### src/sv/qecc_pkg.sv
// shared types, widths and helpers for the quality / eddy current correction core
// no dependencies; used by qecc_sqrt, qecc_div and the top level
`default_nettype none
package qecc_pkg;

  localparam int unsigned MAX_POINTS = 8192;
  localparam int unsigned SAMPLE_W   = 24;
  localparam int unsigned IDX_W      = 13;
  localparam int unsigned QP_W       = 14;
  localparam int unsigned MIN_W      = 23;
  localparam int unsigned THR_W      = 2 * MIN_W;
  localparam int unsigned CFG_W      = 23;
  localparam int unsigned CFG_IDX_W  = 1;
  localparam int unsigned OUT_W      = 32;
  localparam int unsigned PROD_W     = 2 * SAMPLE_W;
  localparam int unsigned SUM_W      = PROD_W + 1;
  localparam int unsigned MAG_W      = PROD_W;
  localparam int unsigned REF_FRAC   = 22;
  localparam int unsigned MAG_FRAC   = 8;
  localparam int unsigned RAD_W      = 64;
  localparam int unsigned ROOT_W     = RAD_W / 2;
  localparam int unsigned REM_W      = ROOT_W + 2;
  localparam int unsigned QUO_W      = 33;
  localparam int unsigned NUM_W      = 2 * QUO_W;
  localparam int unsigned LANES      = 4;
  localparam int unsigned N_PROD     = 10;
  localparam int unsigned SAT_W      = QUO_W + 1;

  typedef enum logic [CFG_IDX_W-1:0] {
    CFG_QUALITY_POINTS = 1'b0,
    CFG_MIN_REF_MAG    = 1'b1
  } cfg_reg_t;

  typedef struct packed {
    logic [IDX_W-1:0]           point_index;
    logic signed [SAMPLE_W-1:0] sup_real;
    logic signed [SAMPLE_W-1:0] sup_imag;
    logic signed [SAMPLE_W-1:0] unsup_real;
    logic signed [SAMPLE_W-1:0] unsup_imag;
    logic signed [SAMPLE_W-1:0] ref_real;
    logic signed [SAMPLE_W-1:0] ref_imag;
  } in_item_t;

  typedef struct packed {
    logic signed [OUT_W-1:0] out_sup_real;
    logic signed [OUT_W-1:0] out_sup_imag;
    logic signed [OUT_W-1:0] out_unsup_real;
    logic signed [OUT_W-1:0] out_unsup_imag;
  } out_item_t;

  // sideband riding alongside the square root
  typedef struct packed {
    logic                           qual;
    logic                           zero_ref;
    logic                           zero_unsup;
    logic signed [SAMPLE_W-1:0]     sr;
    logic signed [SAMPLE_W-1:0]     si;
    logic [LANES-1:0]               neg;
    logic [LANES-1:0][MAG_W-1:0]    mag;
    logic [MAG_W-1:0]               msq;
  } head_t;

  // sideband riding alongside the dividers
  typedef struct packed {
    logic                       qual;
    logic                       zero_ref;
    logic                       zero_unsup;
    logic signed [SAMPLE_W-1:0] sr;
    logic signed [SAMPLE_W-1:0] si;
    logic [LANES-1:0]           neg;
    logic [LANES-1:0]           ovf;
    logic [ROOT_W-1:0]          mf;
  } tail_t;

  // sign and magnitude to saturated 32-bit two's complement
  function automatic logic [OUT_W-1:0] sat32(input logic neg, input logic [SAT_W-1:0] mag);
    logic [SAT_W-1:0] lim_n;
    logic [SAT_W-1:0] lim_p;
    logic [SAT_W-1:0] negm;
    logic [OUT_W-1:0] r;
    lim_n = SAT_W'(34'h080000000);
    lim_p = SAT_W'(34'h07FFFFFFF);
    negm  = SAT_W'(0) - mag;
    if (neg) begin
      if (mag > lim_n) r = 32'h80000000;
      else r = negm[OUT_W-1:0];
    end else begin
      if (mag > lim_p) r = 32'h7FFFFFFF;
      else r = mag[OUT_W-1:0];
    end
    return r;
  endfunction

endpackage
`default_nettype wire

### src/sv/qecc_sqrt.sv
// pipelined integer square root, one root bit per register stage
// depends on qecc_pkg
`default_nettype none
module qecc_sqrt (
  input  wire logic                          clk,
  input  wire logic [qecc_pkg::RAD_W-1:0]    x,
  output logic      [qecc_pkg::ROOT_W-1:0]   root
);

  localparam int unsigned NS = qecc_pkg::ROOT_W;

  logic [qecc_pkg::REM_W-1:0]  rem_r  [0:NS-1];
  logic [qecc_pkg::ROOT_W-1:0] root_r [0:NS-1];
  logic [qecc_pkg::RAD_W-1:0]  xs_r   [0:NS-1];
  logic [qecc_pkg::REM_W-1:0]  rem_nxt  [0:NS-1];
  logic [qecc_pkg::ROOT_W-1:0] root_nxt [0:NS-1];
  logic [qecc_pkg::RAD_W-1:0]  xs_nxt   [0:NS-1];

  for (genvar k = 0; k < NS; k++) begin : g_stage
    always_comb begin
      logic [qecc_pkg::REM_W-1:0]  rp;
      logic [qecc_pkg::ROOT_W-1:0] qp;
      logic [qecc_pkg::RAD_W-1:0]  xp;
      logic [qecc_pkg::REM_W+1:0]  t;
      logic [qecc_pkg::REM_W+1:0]  trial;
      logic [qecc_pkg::REM_W+1:0]  diff;
      if (k == 0) begin
        rp = '0;
        qp = '0;
        xp = x;
      end else begin
        rp = rem_r[k-1];
        qp = root_r[k-1];
        xp = xs_r[k-1];
      end
      t     = {rp, xp[qecc_pkg::RAD_W-1 -: 2]};
      trial = {2'b00, qp, 2'b01};
      diff  = t - trial;
      if (t >= trial) begin
        rem_nxt[k]  = diff[qecc_pkg::REM_W-1:0];
        root_nxt[k] = {qp[qecc_pkg::ROOT_W-2:0], 1'b1};
      end else begin
        rem_nxt[k]  = t[qecc_pkg::REM_W-1:0];
        root_nxt[k] = {qp[qecc_pkg::ROOT_W-2:0], 1'b0};
      end
      xs_nxt[k] = {xp[qecc_pkg::RAD_W-3:0], 2'b00};
    end

    always_ff @(posedge clk) begin
      rem_r[k]  <= rem_nxt[k];
      root_r[k] <= root_nxt[k];
      xs_r[k]   <= xs_nxt[k];
    end
  end

  assign root = root_r[NS-1];

endmodule
`default_nettype wire

### config.mk
export PLATFORM = sky130hd
export DESIGN_NAME = qecc_sqrt
export DESIGN_NICKNAME = d
export VERILOG_FILES = /design/src/sv/qecc_pkg.sv /design/src/sv/qecc_sqrt.sv
export SDC_FILE = /design/constraint.sdc
export NUM_CORES = 2
export LEC_CHECK = 0
export BUFFER_PORTS_ARGS = -buffer_cell sky130_fd_sc_hd__buf_2
export CORE_UTILIZATION = 55
export DETAILED_ROUTE_END_ITERATION = 10
export PLACE_DENSITY = 0.69
export SKIP_LAST_GASP = 1
export SYNTH_ARGS = -nofsm -noshare
export SYNTH_HDL_FRONTEND = slang
export SYNTH_MEMORY_MAX_BITS = 65536
export SYNTH_SLANG_ARGS = --single-unit
### constraint.sdc
create_clock -name clk -period 4.35 [get_ports clk]
set_input_delay 0.2175 -clock clk [delete_from_list [all_inputs] [get_ports clk]]
set_output_delay 0.2175 -clock clk [all_outputs]
set_load 0.02 [all_outputs]
==> flow_metrics.py <==
metrics = {
    "grt": {
        "grt_max_degree": 50,
        "grt_pass1_wl_um": 319000,
        "overflow": 0,
        "grt_pass1_vias": 62900,
        "grt_use_total_pct": 23.1,
        "antenna_found_initial": 2,
    },
    "timing": {
        "worstMarginPinSlew_ns": 1.02,
        "slew_violations": 0,
        "fin_skew_ns": 0.0339,
        "hold_violations": 0,
        "fin_crit_sh_pct": 86.2,
        "rsz0062_at_grt": "no",
        "fin_ws_ns": 0.598,
        "period_needed_ns": 3.75,
        "fmax_mhz": 267,
        "relSlewSlack_pct": 30.3,
        "final-setup-viol-count": 0,
        "setup_tns_ns": 0,
    },
    "power_and_ir_drop": {
        "clockPowerShare_pct": 34.9,
        "pwr_density_cell_nw_per_um2": 574,
        "power.net_switching_uw": 16900,
        "ir_worst_vdd_mv": 0.391,
        "swShare_pct": 28.1,
        "intPower_uw": 43400,
        "p_leak_uw": 0.0493,
        "combPwrFrac_pct": 15.7,
        "pwr-share-seq_pct": 49.5,
    },
    "clocking": {
        "postCtsHoldBufs": 122,
        "ctsResizeCount": 0,
        "numCtsBuffers": 239,
        "post_cts_buffers": 0,
        "clk_latency_ns": 0.87,
        "cts_tree": "done",
        "clock_tree.buffer_depth": 3,
        "clk_pin_slew_ns": 0.06,
        "cts_sinks": 2523,
        "cts_root_buffer": "clkbuf_16",
        "htreeDepth": 4,
    },
    "synthesis": {
        "synth_cell_types": 91,
        "synth_compound_area_share_pct": 13.0,
        "synthArstFlopShare_pct": 0,
        "synth_simple_gate_area_share_pct": 12.6,
        "synth_top_area_share_pct": 54.5,
        "synth_edf_count": 0,
        "synth_area_per_cell_sq_um": 10.1,
        "synth_xor_area_share_pct": 7.86,
        "synth_area_leaders": "dfxtp_1 (54%), ha_1 (7.6%), xor2_1 (4.2%)",
        "yosys.area.top_type": "dfxtp_1",
        "synth_ff_type": "dfxtp_1",
        "synth-seq-area-share_pct": 54.5,
        "yosysWarnings": 0,
        "synth_top_family_by_area": "compound AO/OA/AOI/OAI gates",
        "ys_seq_elements": 2523,
        "synthMuxAreaShare_pct": 0.671,
        "yosys.area_share.adder_pct": 7.59,
        "syn_nets": 9842,
        "syn_area_sq_um": 92700,
        "synthCells": 9215,
    },
    "detailed_routing": {
        "wire_per_inst_um": 16.6,
        "num_vias": 63800,
        "wirelength_um": 198000,
        "post-route-drc-count": 0,
        "drt_iter0_drc": 3878,
        "ant_nets": 0,
        "viasPerCell": 5.35,
        "drtPass1Iterations": 6,
    },
    "layout": {
        "seqCellArea_sq_um": 50500,
        "stdcell_count": 11900,
        "area_growth_pct": 13.3,
        "drive_above_1_share_pct": 6.76,
        "nets": 10100,
        "multiInputGateArea_sq_um": 38800,
        "layout_common_cells": "dfxtp_1 (2523), inv_1 (731), nand2_1 (693), ha_1 (562), a21oi_1 (560)",
        "n_fill_cell": 13600,
        "layout_commonest_cell": "dfxtp_1",
    },
    "placement": {
        "place_worst_setup_slack_ns": 0.693,
        "dp.cells": 11400,
        "dp_hpwl_um": 149000,
        "portBuffers": 96,
        "gp_congestion": 0.902,
    },
    "worst_setup_path": {
        "end_kind": "register",
        "cp_max_fo": 13,
        "worstPathRequired_ns": 5.07,
        "worstPathArrival_ns": 4.47,
        "start_kind": "register",
        "path_class": "reg -> reg",
    },
    "floorplan": {
        "dieArea_sq_um": 170000,
        "die_w_um": 413,
        "io_pins": 97,
        "die_h_um": 413,
        "start_util_pct": 55.4,
        "coreArea_sq_um": 167000,
        "num_rows": 150,
    },
    "run": {
        "max-cap-violations": 0,
    },
    "hold_path": {
        "hold_path.class": "in -> reg",
    },
    "outcome": {
        "outcome": "finished, final reports clean",
    },
}
-- Yosys cell counts, types with 74 or more instances --
library cell,count
a21o_1,257
a21oi_1,562
clkbuf_1,177
dfxtp_1,2523
ha_1,562
inv_1,731
nand2_1,694
nand2b_1,100
nand3_1,135
nand4_1,110
nor2_1,499
nor2b_1,82
nor3_1,231
nor4_1,129
o21a_1,94
o21ai_0,551
or3_1,95
or4_1,74
xnor2_1,384
xor2_1,448
-- logic make-up after synthesis --
family          count (synthesis)
compound gates               1937
mux                            57
fa+ha+maj                     562
other cells                     1
buf+inv                       935
simple gates                 2368
xor+xnor                      832
flops                        2523
-- routing by layer --
metal | up-vias | wire (um) | track usage, %
met5 | - | 0 | 0
met4 | 0 | 6240 | 7.99
met3 | 406 | 7230 | 3.09
met2 | 1311 | 99400 | 41.7
met1 | 29800 | 85500 | 27.9
li1 | 32200 | - | -
-- cell type report --
| cell class | count | area share [%] |
|---|---|---|
| multi-input combinational | 5757 | 36.9 |
| clock buffer | 315 | 6.38 |
| sequential | 2523 | 48.1 |
| tap | 2204 | 2.63 |
| inverter | 735 | 2.63 |
| timing repair buffer | 258 | 1.92 |
| antenna | 5 | 0.0119 |
| clock inverter | 121 | 1.45 |
-- state kept, by name (all words and copies together), names as in the netlist --
register	count
rem_r	1003
root_r	528
xs_r	992
-- through the flow --
step / power, uW / util, % / area, sq um / hold slack [ns]
after floorplan: 36400 / - / 92700 / 0.245
after global placement: 39400 / 57.2 / 95600 / 0.309
after detailed placement: 39600 / 57.2 / 95600 / 0.312
after CTS: 60900 / 62.8 / 105000 / 0.00341
after global routing: 63400 / 62.8 / 105000 / 0.0322
final: 60300 / 62.8 / 105000 / 0.0626
-- worst paths after layout --
path	from	to	slack (ns)	cells past startpoint
max	rem_r[0][148]	rem_r[0][183]	0.60	8
min	x[17]	xs_r[0][17]	0.06	2
max reg2reg	rem_r[0][148]	rem_r[0][183]	0.60	8
min reg2reg	xs_r[0][307]	xs_r[0][371]	0.31	0
-- critical path, stage by stage (launching register included) --
cell,delay (ns)
dfxtp_1,0.32
or4_1,0.58
or3_1,0.39
or4_1,0.51
nor3_1,0.47
nand3_1,0.61
nand3_1,0.50
nor3_1,0.11
xor2_1,0.15
-- power groups by stage --
| stage | combinational, uW | sequential (uW) | clock [uW] |
|---|---|---|---|
| 2_1_floorplan | 7300 | 29100 | 0 |
| 3_3_place_gp | 9150 | 30300 | 0 |
| 3_5_place_dp | 9280 | 30300 | 0 |
| 4_1_cts | 9440 | 29900 | 21600 |
| 5_1_grt | 10600 | 30300 | 22600 |
| 6_report | 9440 | 29800 | 21000 |
Note: power is estimated with default switching activity, not from simulation.
